$ cat config.mk
export PLATFORM = sky130hd
export DESIGN_NAME = table_linear_binary_search_unit
export DESIGN_NICKNAME = d
export VERILOG_FILES = /design/src/design/tlbs_pkg.sv /design/src/design/tlbs_cell.sv /design/src/design/table_linear_binary_search_unit.sv
export SDC_FILE = /design/constraint.sdc
export NUM_CORES = 2
export LEC_CHECK = 0
export BUFFER_PORTS_ARGS = -buffer_cell sky130_fd_sc_hd__buf_4
export CAP_MARGIN = 30
export CORE_ASPECT_RATIO = 0.6
export CORE_MARGIN = 5
export CORE_UTILIZATION = 45
export CTS_BUF_LIST = sky130_fd_sc_hd__clkbuf_8
export CTS_CLUSTER_DIAMETER = 100
export DETAILED_ROUTE_END_ITERATION = 7
export PLACE_DENSITY = 0.68
export SLEW_MARGIN = 15
export SYNTH_ARGS = -nofsm -noshare
export SYNTH_HDL_FRONTEND = slang
export SYNTH_SLANG_ARGS = --single-unit
export TNS_END_PERCENT = 30
$ cat constraint.sdc
create_clock -name i_clk -period 6.4 [get_ports i_clk]
set_input_delay 1.28 -clock i_clk [delete_from_list [all_inputs] [get_ports i_clk]]
set_output_delay 1.28 -clock i_clk [all_outputs]
set_load 0.02 [all_outputs]
$ cat src/design/tlbs_pkg.sv
package tlbs_pkg;

    localparam int TBL_DEPTH = 16;
    localparam int ENTRY_W   = 32;
    localparam int IDX_W     = $clog2(TBL_DEPTH);
    localparam int CNT_W     = $clog2(TBL_DEPTH + 1);

    localparam int CMD_W   = 2;
    localparam int SLOT_W  = 4;
    localparam int VALUE_W = 32;
    localparam int POS_W   = 5;
    localparam int CFG_W   = 5;

    localparam logic [CMD_W-1:0] CMD_WRITE  = 2'd0;
    localparam logic [CMD_W-1:0] CMD_LINEAR = 2'd1;
    localparam logic [CMD_W-1:0] CMD_BINARY = 2'd2;

    typedef logic signed [ENTRY_W-1:0] t_entry;

    typedef struct packed {
        logic [CMD_W-1:0]          command;
        logic [SLOT_W-1:0]         entry_index;
        logic signed [VALUE_W-1:0] value;
    } t_in;

    typedef struct packed {
        logic             found;
        logic [POS_W-1:0] position;
        logic             last;
    } t_out;

    // search key travelling down the row of cells
    typedef struct packed {
        logic   vld;
        t_entry key;
    } t_probe;

    // compare result held by each cell
    typedef struct packed {
        logic eq;
        logic lt;
    } t_flag;

endpackage

$ cat src/design/tlbs_cell.sv
module tlbs_cell (
    input  logic            i_clk,
    input  logic            i_rst_n,
    input  logic            i_wr_en,
    input  tlbs_pkg::t_entry i_wr_data,
    input  tlbs_pkg::t_probe i_probe,
    output tlbs_pkg::t_probe o_probe,
    output tlbs_pkg::t_flag  o_flag
);
    import tlbs_pkg::*;

    t_entry r_entry;
    t_entry r_key;
    logic   r_vld;
    t_flag  r_flag;

    always_ff @(posedge i_clk) begin
        if (!i_rst_n) begin
            r_vld <= 1'b0;
        end else begin
            r_vld <= i_probe.vld;
        end
    end

    always_ff @(posedge i_clk) begin
        r_key <= i_probe.key;
        if (i_wr_en) begin
            r_entry <= i_wr_data;
        end
        // capture the compare as the key passes through
        if (i_probe.vld) begin
            r_flag.eq <= (r_entry == i_probe.key);
            r_flag.lt <= (r_entry < i_probe.key);
        end
    end

    assign o_probe.vld = r_vld;
    assign o_probe.key = r_key;
    assign o_flag      = r_flag;

endmodule

$ cat src/design/table_linear_binary_search_unit.sv
// channel   direction  handshake                   payload
// input     in         i_in_valid / o_in_ready     i_in_data  (command, entry_index, value)
// result    out        o_out_valid / i_out_ready   o_out_data (found, position, last)
// config    in         i_cfg_we                    i_cfg_wdata (entries_in_use)
//
// a search shifts its key down the row of 16 cells, one cell per cycle, and the compare
// phase ends when the key has passed the last cell; then a linear search walks one slot
// per cycle, holding on a hit while the output register is still full, and a binary
// search takes one probe per cycle.
// a result waits in the output register while the sequencer keeps working until it
// needs the register again. synchronous active-low reset clears control state only.
module table_linear_binary_search_unit (
    input  logic                        i_clk,
    input  logic                        i_rst_n,
    input  logic                        i_in_valid,
    output logic                        o_in_ready,
    input  tlbs_pkg::t_in               i_in_data,
    output logic                        o_out_valid,
    input  logic                        i_out_ready,
    output tlbs_pkg::t_out              o_out_data,
    input  logic                        i_cfg_we,
    input  logic [tlbs_pkg::CFG_W-1:0]  i_cfg_wdata
);
    import tlbs_pkg::*;

    typedef enum logic [1:0] {ST_IDLE, ST_WAIT, ST_LIN, ST_BIN} t_state;

    t_state             r_state, n_state;
    logic               r_bin, n_bin;
    logic [CNT_W-1:0]   r_ptr, n_ptr;
    logic [CNT_W-1:0]   r_lo, n_lo;
    logic [CNT_W-1:0]   r_hi, n_hi;
    logic               r_out_vld, n_out_vld;
    t_out               r_out, n_out;
    logic [CFG_W-1:0]   r_entries;

    t_probe             w_probe [TBL_DEPTH+1];
    t_flag              w_flag  [TBL_DEPTH];
    logic [TBL_DEPTH-1:0] w_hits;
    logic [TBL_DEPTH-1:0] w_eq;
    logic [TBL_DEPTH-1:0] w_lt;
    logic [TBL_DEPTH-1:0] w_wr_en;

    logic               w_accept;
    logic               w_search;
    logic               w_out_free;
    logic [CNT_W-1:0]   w_span;
    logic [CNT_W:0]     w_sum;
    logic [CNT_W-1:0]   w_mid;
    logic [CNT_W-1:0]   w_ptr_inc;
    logic               w_more;

    assign o_in_ready = (r_state == ST_IDLE);
    assign w_accept   = i_in_valid && o_in_ready;
    assign w_search   = (i_in_data.command == CMD_LINEAR) || (i_in_data.command == CMD_BINARY);

    assign w_probe[0].vld = w_accept && w_search;
    assign w_probe[0].key = i_in_data.value[ENTRY_W-1:0];

    for (genvar g = 0; g < TBL_DEPTH; g++) begin : g_cell
        assign w_wr_en[g] = w_accept && (i_in_data.command == CMD_WRITE)
                            && (32'(i_in_data.entry_index) == 32'(g));
        tlbs_cell u_cell (
            .i_clk    (i_clk),
            .i_rst_n  (i_rst_n),
            .i_wr_en  (w_wr_en[g]),
            .i_wr_data(i_in_data.value[ENTRY_W-1:0]),
            .i_probe  (w_probe[g]),
            .o_probe  (w_probe[g+1]),
            .o_flag   (w_flag[g])
        );
        assign w_eq[g]   = w_flag[g].eq;
        assign w_lt[g]   = w_flag[g].lt;
        assign w_hits[g] = w_flag[g].eq && (32'(g) < 32'(w_span));
    end

    always_comb begin
        if (32'(r_entries) > TBL_DEPTH) begin
            w_span = CNT_W'(TBL_DEPTH);
        end else begin
            w_span = CNT_W'(r_entries);
        end
    end

    assign w_sum      = {1'b0, r_lo} + {1'b0, r_hi};
    assign w_mid      = w_sum[CNT_W:1];
    assign w_ptr_inc  = r_ptr + CNT_W'(1);
    // any hit beyond the current slot
    assign w_more     = |(w_hits >> w_ptr_inc);
    assign w_out_free = !r_out_vld || i_out_ready;

    always_comb begin
        n_state   = r_state;
        n_bin     = r_bin;
        n_ptr     = r_ptr;
        n_lo      = r_lo;
        n_hi      = r_hi;
        n_out_vld = r_out_vld && !i_out_ready;
        n_out     = r_out;
        unique case (r_state)
            ST_IDLE: begin
                if (w_accept && w_search) begin
                    n_state = ST_WAIT;
                    n_bin   = (i_in_data.command == CMD_BINARY);
                end
            end
            ST_WAIT: begin
                // key has reached the last cell, all flags are valid
                if (w_probe[TBL_DEPTH].vld) begin
                    n_state = r_bin ? ST_BIN : ST_LIN;
                    n_ptr   = '0;
                    n_lo    = '0;
                    n_hi    = w_span;
                end
            end
            ST_LIN: begin
                if (r_ptr == w_span) begin
                    if (w_out_free) begin
                        n_out_vld = 1'b1;
                        n_out     = '{found: 1'b0, position: '0, last: 1'b1};
                        n_state   = ST_IDLE;
                    end
                end else if (w_hits[r_ptr[IDX_W-1:0]]) begin
                    if (w_out_free) begin
                        n_out_vld = 1'b1;
                        n_out     = '{found: 1'b1, position: POS_W'(w_ptr_inc),
                                     last: !w_more};
                        n_ptr     = w_ptr_inc;
                        if (!w_more) begin
                            n_state = ST_IDLE;
                        end
                    end
                end else begin
                    n_ptr = w_ptr_inc;
                end
            end
            ST_BIN: begin
                if (r_lo < r_hi) begin
                    if (w_eq[w_mid[IDX_W-1:0]]) begin
                        if (w_out_free) begin
                            n_out_vld = 1'b1;
                            n_out     = '{found: 1'b1,
                                         position: POS_W'(w_mid + CNT_W'(1)),
                                         last: 1'b1};
                            n_state   = ST_IDLE;
                        end
                    end else if (w_lt[w_mid[IDX_W-1:0]]) begin
                        n_lo = w_mid + CNT_W'(1);
                    end else begin
                        n_hi = w_mid;
                    end
                end else if (w_out_free) begin
                    n_out_vld = 1'b1;
                    n_out     = '{found: 1'b0, position: '0, last: 1'b1};
                    n_state   = ST_IDLE;
                end
            end
            default: begin
                n_state = ST_IDLE;
            end
        endcase
    end

    always_ff @(posedge i_clk) begin
        if (!i_rst_n) begin
            r_state   <= ST_IDLE;
            r_bin     <= 1'b0;
            r_ptr     <= '0;
            r_lo      <= '0;
            r_hi      <= '0;
            r_out_vld <= 1'b0;
            r_entries <= '0;
        end else begin
            r_state   <= n_state;
            r_bin     <= n_bin;
            r_ptr     <= n_ptr;
            r_lo      <= n_lo;
            r_hi      <= n_hi;
            r_out_vld <= n_out_vld;
            if (i_cfg_we) begin
                r_entries <= i_cfg_wdata;
            end
        end
        r_out <= n_out;
    end

    assign o_out_valid = r_out_vld;
    assign o_out_data  = r_out;

`ifndef SYNTHESIS
    a_miss_is_last: assert property (@(posedge i_clk) disable iff (!i_rst_n)
        (o_out_valid && !o_out_data.found) |-> (o_out_data.last && o_out_data.position == '0))
        else $error("not-found transfer without last or with a position");

    a_hit_in_range: assert property (@(posedge i_clk) disable iff (!i_rst_n)
        (o_out_valid && o_out_data.found) |->
            (o_out_data.position != '0 && 32'(o_out_data.position) <= TBL_DEPTH))
        else $error("hit transfer with a position outside the table");

    a_search_waits: assert property (@(posedge i_clk) disable iff (!i_rst_n)
        (w_accept && w_search) |=> (r_state == ST_WAIT && !o_in_ready))
        else $error("search did not start its compare phase");

    a_no_result_in_wait: assert property (@(posedge i_clk) disable iff (!i_rst_n)
        (r_state == ST_WAIT && !o_out_valid) |=> !o_out_valid)
        else $error("result produced before the key reached the last cell");
`endif

endmodule
== Word level (Yosys, flattened, before mapping) ==
Cells that the tools add are included.

* Muxes and demuxes: 46
* Equal/unequal tests: 50
* Add/sub/neg operators: 3
* Reduce and logical (&&, ||, !) cells: 54
* Order comparisons: 36
* Shift operators: 1

{| class="wikitable"
|+ Operators with widths
! cell !! number
|-
| $eq A32 B32 Y1 || 16
|-
| $lt A32 B32 Y1 || 16
|-
| $mux W5 || 12
|-
| $mux W7 || 7
|-
| $lt A4 B5 Y1 const A || 8
|-
| $logic_and A1 B1 Y1 || 36
|-
| $eq A4 B4 Y1 const B || 8
|-
| $pmux W5 S2 || 3
|-
| $lt A3 B5 Y1 const A || 4
|-
| $mux W2 || 9
|-
| $ne A3 B3 Y1 const B || 6
|-
| $eq A4 B3 Y1 const B || 4
|-
| $reduce_or A16 Y1 || 1
|-
| $shr A16 B5 Y16 || 1
|-
| $reduce_and A5 Y1 || 3
|-
| $pmux W7 S2 || 1
|-
| $bmux W1 S4 || 3
|-
| $add A5 B1 Y5 const B || 2
|-
| $lt A1 B5 Y1 const A || 2
|-
| $lt A2 B5 Y1 const A || 2
|-
| $lt A4 B5 Y1 const B || 2
|-
| $ne A2 B2 Y1 const B || 5
|-
| $mux W1 || 9
|-
| $eq A4 B2 Y1 const B || 2
|-
| 18 further kinds || 28
|}

* Logic and storage cells: 279
* Output and inout bits: 9
* Input bits: 48
* Register bits: 1071

== Logic depth before layout (Yosys ltp) ==
* Depth after elaboration: 11
* Mapped depth: 14
* Depth with buffers taken out: 12

== Hierarchy ==
A second synthesis with hierarchy kept.

* Cells, all modules: 3389
* Area, all modules: 43860.8 um^2

{| class="wikitable"
|+ By module, submodules not included
! module !! area each (um^2) !! instances !! cells an instance
|-
| tlbs_cell || 2516.2 || 16 || 182
|-
| table_linear_binary_search_unit || 3602.2 || 1 || 477
|}

== Least setup slack after synthesis ==
No wires, ideal clock.

* Kind: input -> register
* From: input port i_in_data[36] in the netlist's numbering
* To: register g_cell[0].u_cell.r_entry[0], enable pin
* Cell stages on the path: 5
* Slack: 1.778 ns
* Data arrival time: 4.160 ns
* Data required time: 5.939 ns
* Cell sequence: inv_1 -> ha_1 -> nand3_1 -> or3_1 -> nor3_1

* Word-level cells in the longest chain between the ends: 3

{| class="wikitable"
|+ Ends and longest elaborated chain
! item !! line !! RTL
|-
| from (decl) || table_linear_binary_search_unit.sv:17 || <nowiki>input tlbs_pkg::t_in i_in_data,</nowiki>
|-
| $logic_not A2 Y1 || table_linear_binary_search_unit.sv:61 || <nowiki>assign w_wr_en[g] = w_accept && (i_in_data.command == CMD_WRITE)</nowiki>
|-
| $logic_and A1 B1 Y1 || table_linear_binary_search_unit.sv:61 ||
|-
| $logic_and A1 B1 Y1 || table_linear_binary_search_unit.sv:62 || <nowiki>&& (32'(i_in_data.entry_index) == 32'(g));</nowiki>
|-
| named net g_cell[0].u_cell.i_wr_en || tlbs_cell.sv:4 || <nowiki>input logic i_wr_en,</nowiki>
|-
| to (signal assigned) || tlbs_cell.sv:28 || <nowiki>r_entry <= i_wr_data;</nowiki>
|-
| to (decl) || tlbs_cell.sv:12 || <nowiki>t_entry r_entry;</nowiki>
|}

The timed path passes the listed nets, and every way through them passes these cells.
A chain may end at the register's enable or synchronous reset.

== Worst setup path after layout ==
* From: register r_hi[1]
* To: register r_out (netlist bit o_out_data[6]), enable pin

* Word-level cells in the longest chain between the ends: 5
* Elaborated cells on any way between the ends: 7
* Classes of those cells: add/sub (1); order compare (1); eq/ne (2); mux (2); reduce/logical (1)

{| class="wikitable"
|+ Ends and longest elaborated chain
! item !! line !! RTL
|-
| from (decl) || table_linear_binary_search_unit.sv:32 || <nowiki>logic [CNT_W-1:0] r_hi, n_hi;</nowiki>
|-
| from (signal assigned) || table_linear_binary_search_unit.sv:178 || <nowiki>r_hi <= n_hi;</nowiki>
|-
| $add A5 B5 Y6 || table_linear_binary_search_unit.sv:85 || <nowiki>assign w_sum = {1'b0, r_lo} + {1'b0, r_hi};</nowiki>
|-
| $bmux W1 S4 || table_linear_binary_search_unit.sv:139 || <nowiki>if (w_eq[w_mid[IDX_W-1:0]]) begin</nowiki>
|-
| $mux W1 (implied by the code) || table_linear_binary_search_unit.sv:139 ||
|-
| $ne A3 B3 Y1 (no line) || n/a ||
|-
| $reduce_and A5 Y1 (no line) (*) || n/a ||
|-
| to (signal assigned) || table_linear_binary_search_unit.sv:184 || <nowiki>r_out <= n_out;</nowiki>
|-
| to (decl) || table_linear_binary_search_unit.sv:34 || <nowiki>t_out r_out, n_out;</nowiki>
|}

Mark *: on every way between the ends. The rest lies on a longest branch, timed or not. The select of a mux whose other input is x is not followed.

==> flow_summary.yaml <==
run_status:
  status: "complete, no violations"
sta:
  grt_setup_unrepaired: "no"
  hold_viol: 0
  fmax_mhz: 250
  worst_slew_pin_slew_ps: 959
  fin_crit_ps: 3990
  drv_slew: 0
  whs_ps: 339
  fin_skew_ps: 30.2
  fin_setup_tns_ps: 0
  fin_crit_sh_pct: 62.4
  slew_headroom_pct: 35.5
  setup_viol: 0
final_layout:
  nFillCells: 8051
  design_area_um2: 47900
  synthToLayoutAreaGrowth_pct: 11.7
  layout_commonest_cell: "inv_1"
  nNetsFinal: 4112
  finalNonFillerCells: 4912
  drive_gt1_share_pct: 8.49
  final_cell_mix: "inv_1 (607), edfxtp_1 (551), ha_1 (524), dfxtp_1 (520), clkbuf_8 (175)"
die:
  ios: 57
  core_um2: 94300
  start_util_pct: 45.5
  chipHeight_um: 249
  fp.dieW_um: 409
  die_area_um2: 102000
  rows: 87
critical_path:
  start_kind: "flip-flop"
  cpPeakStageDelay_ps: 570
  r2r_cells: 11
  crit_family: "compound AO/OA/AOI/OAI gates"
  critPathMaxFanout: 14
  critPathArrivalTime_ps: 4480
  crit_required_ps: 6880
  r2r_slack_ps: 2410
  reg2reg_from: "r_hi[1]"
  crit_slowest_cell: "or2_1"
  timing.rr.end: "o_out_data[6]"
  crit_buf_inv: 2
  crit_chain: "inv_1, ha_1, nor4bb_2, o31a_1, or2_1, mux2i_1, o221ai_1, a211o_1, o31ai_4, a311oi_1, buf_2"
  critical_path.endpoint_type: "flip-flop"
  worstSetupPathType: "flip-flop to flip-flop"
drt:
  drtIter0Drc: 1865
  drcViolationCount: 0
  antenna_left: 0
  vias_per_cell: 5.02
  num_vias: 24700
  dr.pass1.iters: 5
  wl_per_cell_um: 18.2
  wl_mm: 89.4
worst_hold_path:
  hp-start: "g_cell[0].u_cell.r_key[0]"
  whs_endpoint: "g_cell[1].u_cell.r_key[0]"
  min_path_type: "flip-flop to flip-flop"
  hold_depth: 0
synthesis:
  synth_top_area_share_pct: 38.6
  synth.top_cells.by_area: "edfxtp_1 (39%), dfxtp_1 (24%), ha_1 (15%)"
  async_flop_share_pct: 0
  ys.flop_type: "edfxtp_1"
  yosysSeqAreaShare_pct: 62.8
  syn_area_per_cell_um2: 12.8
  synth_edf_count: 551
  ys_ff_latch: 1071
  syn_nets: 3927
  yosysTopAreaCell: "edfxtp_1"
  ys.warnings.count: 0
  synthesis.area_um2: 42900
  ys_types: 78
  synthCells: 3354
pwr:
  p_clk_share_pct: 38.8
  power_frac_comb_pct: 4.7
  switching_share_pct: 22.5
  seqPwrFrac_pct: 56.5
  p_switching_w: 0.00300
  leakagePower_nw: 21.2
  p_int_w: 0.0103
  power_density_nw_per_um2: 277
  ir_worst_vdd_uv: 175
placement:
  gp_congestion: 0.926
  io_buffers: 56
  dpl_cell_area_um2: 44900
  hpwl_mm: 67.6
  post-place-cells: 4629
global_routing:
  grt.total_usage_pct: 17.5
  antenna_found_initial: 4
  grt_max_degree: 50
  grt_pass1_wl_mm: 138
  gr-total-overflow: 0
  grt_pass1_vias: 24200
clock_tree:
  ctsHoldBuffers: 0
  cts.sinks: 1071
  cts_tree: "built"
  insertion_delay_ps: 790
  numCtsBuffers: 150
  htree_levels: 4
  clock_path_buffers: 3
  postCtsSetupRepairBufs: 0
  clock-root-buffer: "clkbuf_8"
  ctsResizeCount: 0
  path_clk_slew_ps: 60
job:
  drv_cap: 0
-- routing by layer --
layer  track usage (%)  part of all wire (%)
met2              23.2                    38
met5                 0                     0
met4              5.63                   2.4
met3              4.72                   7.8
met1              27.3                    52
-- power by group through the flow --
stage                     Combinational (W)  Clock [W]  Sequential, W
after detailed placement           0.000623          0        0.00765
after global placement             0.000596          0        0.00765
final                              0.000630    0.00515        0.00750
after CTS                          0.000629    0.00531        0.00750
after global routing               0.000725    0.00563        0.00752
after floorplan                    0.000403          0        0.00759
-- synth_stat cells (6+ instances only) --
library cell  count
a211oi_1         11
a21o_1          130
a21oi_1         154
a311oi_1          6
a31oi_1           9
and2_1           21
and3_1           15
clkbuf_1         30
dfxtp_1         520
edfxtp_1        551
ha_1            524
inv_1           533
mux2i_1          38
nand2_1         113
nand2b_1         49
nand3_1          55
nand4_1          91
nor2_1           92
nor2b_1          65
nor3_1           37
nor4_1           16
o211ai_1         19
o21a_1           28
o21ai_0         127
o221ai_1          6
xnor2_1           7
-- registers in the layout, indices dropped and copies added, names as in the netlist --
| register | flops |
|---|---|
| o_out_data | 7 |
| g_cell.u_cell.r_key | 480 |
| o_out_valid | 1 |
| r_bin | 1 |
| r_state | 2 |
| g_cell.u_cell.o_flag | 32 |
| r_ptr | 5 |
| g_cell.u_cell.r_entry | 512 |
| r_lo | 5 |
| r_entries | 5 |
| r_hi | 5 |
| g_cell.u_cell.r_vld | 16 |
-- area by class of cell --
class                           instances  area [µm²]  share of cell area [%]
Inverter                              534        2000                    4.18
Timing Repair Buffer                   73         603                    1.26
Multi-Input combinational cell       1709       13900                    28.9
Antenna cell                            1        2.50                 0.00522
Clock inverter                        103         541                    1.13
Sequential cell                      1071       27000                    56.2
Clock buffer                          175        2410                    5.03
Tap cell                             1246        1560                    3.25
-- worst max path at each step --
stage | startpoint | end | cells past startpoint
6_report | r_hi[1] | o_out_data[6] | 11
5_1_grt | r_hi[1] | o_out_data[0] | 11
4_1_cts | r_entries[4] | o_out_data[5] | 9
3_5_place_dp | r_hi[1] | o_out_data[6] | 11
3_3_place_gp | r_entries[4] | o_out_data[5] | 8
2_1_floorplan | i_in_data[36] | g_cell[0].u_cell.r_entry[0] | 5
-- cells by family after synthesis --
logic type / share of synthesized area [%]
simple gates: 7.23
xor+xnor: 0.245
fa+ha+maj: 15.3
buf+inv: 5.10
mux: 1.26
flops: 62.8
compound gates: 8.02
-- stage by stage --
step	total power [W]	utilization (%)	setup WS, ps
floorplan	0.00800	-	1780
global placement	0.00825	47.6	2320
detailed placement	0.00828	47.6	2500
CTS	0.0134	50.8	2460
global route	0.0139	50.8	2120
finish	0.0133	50.8	2410
(Power assumes the default switching activity.)
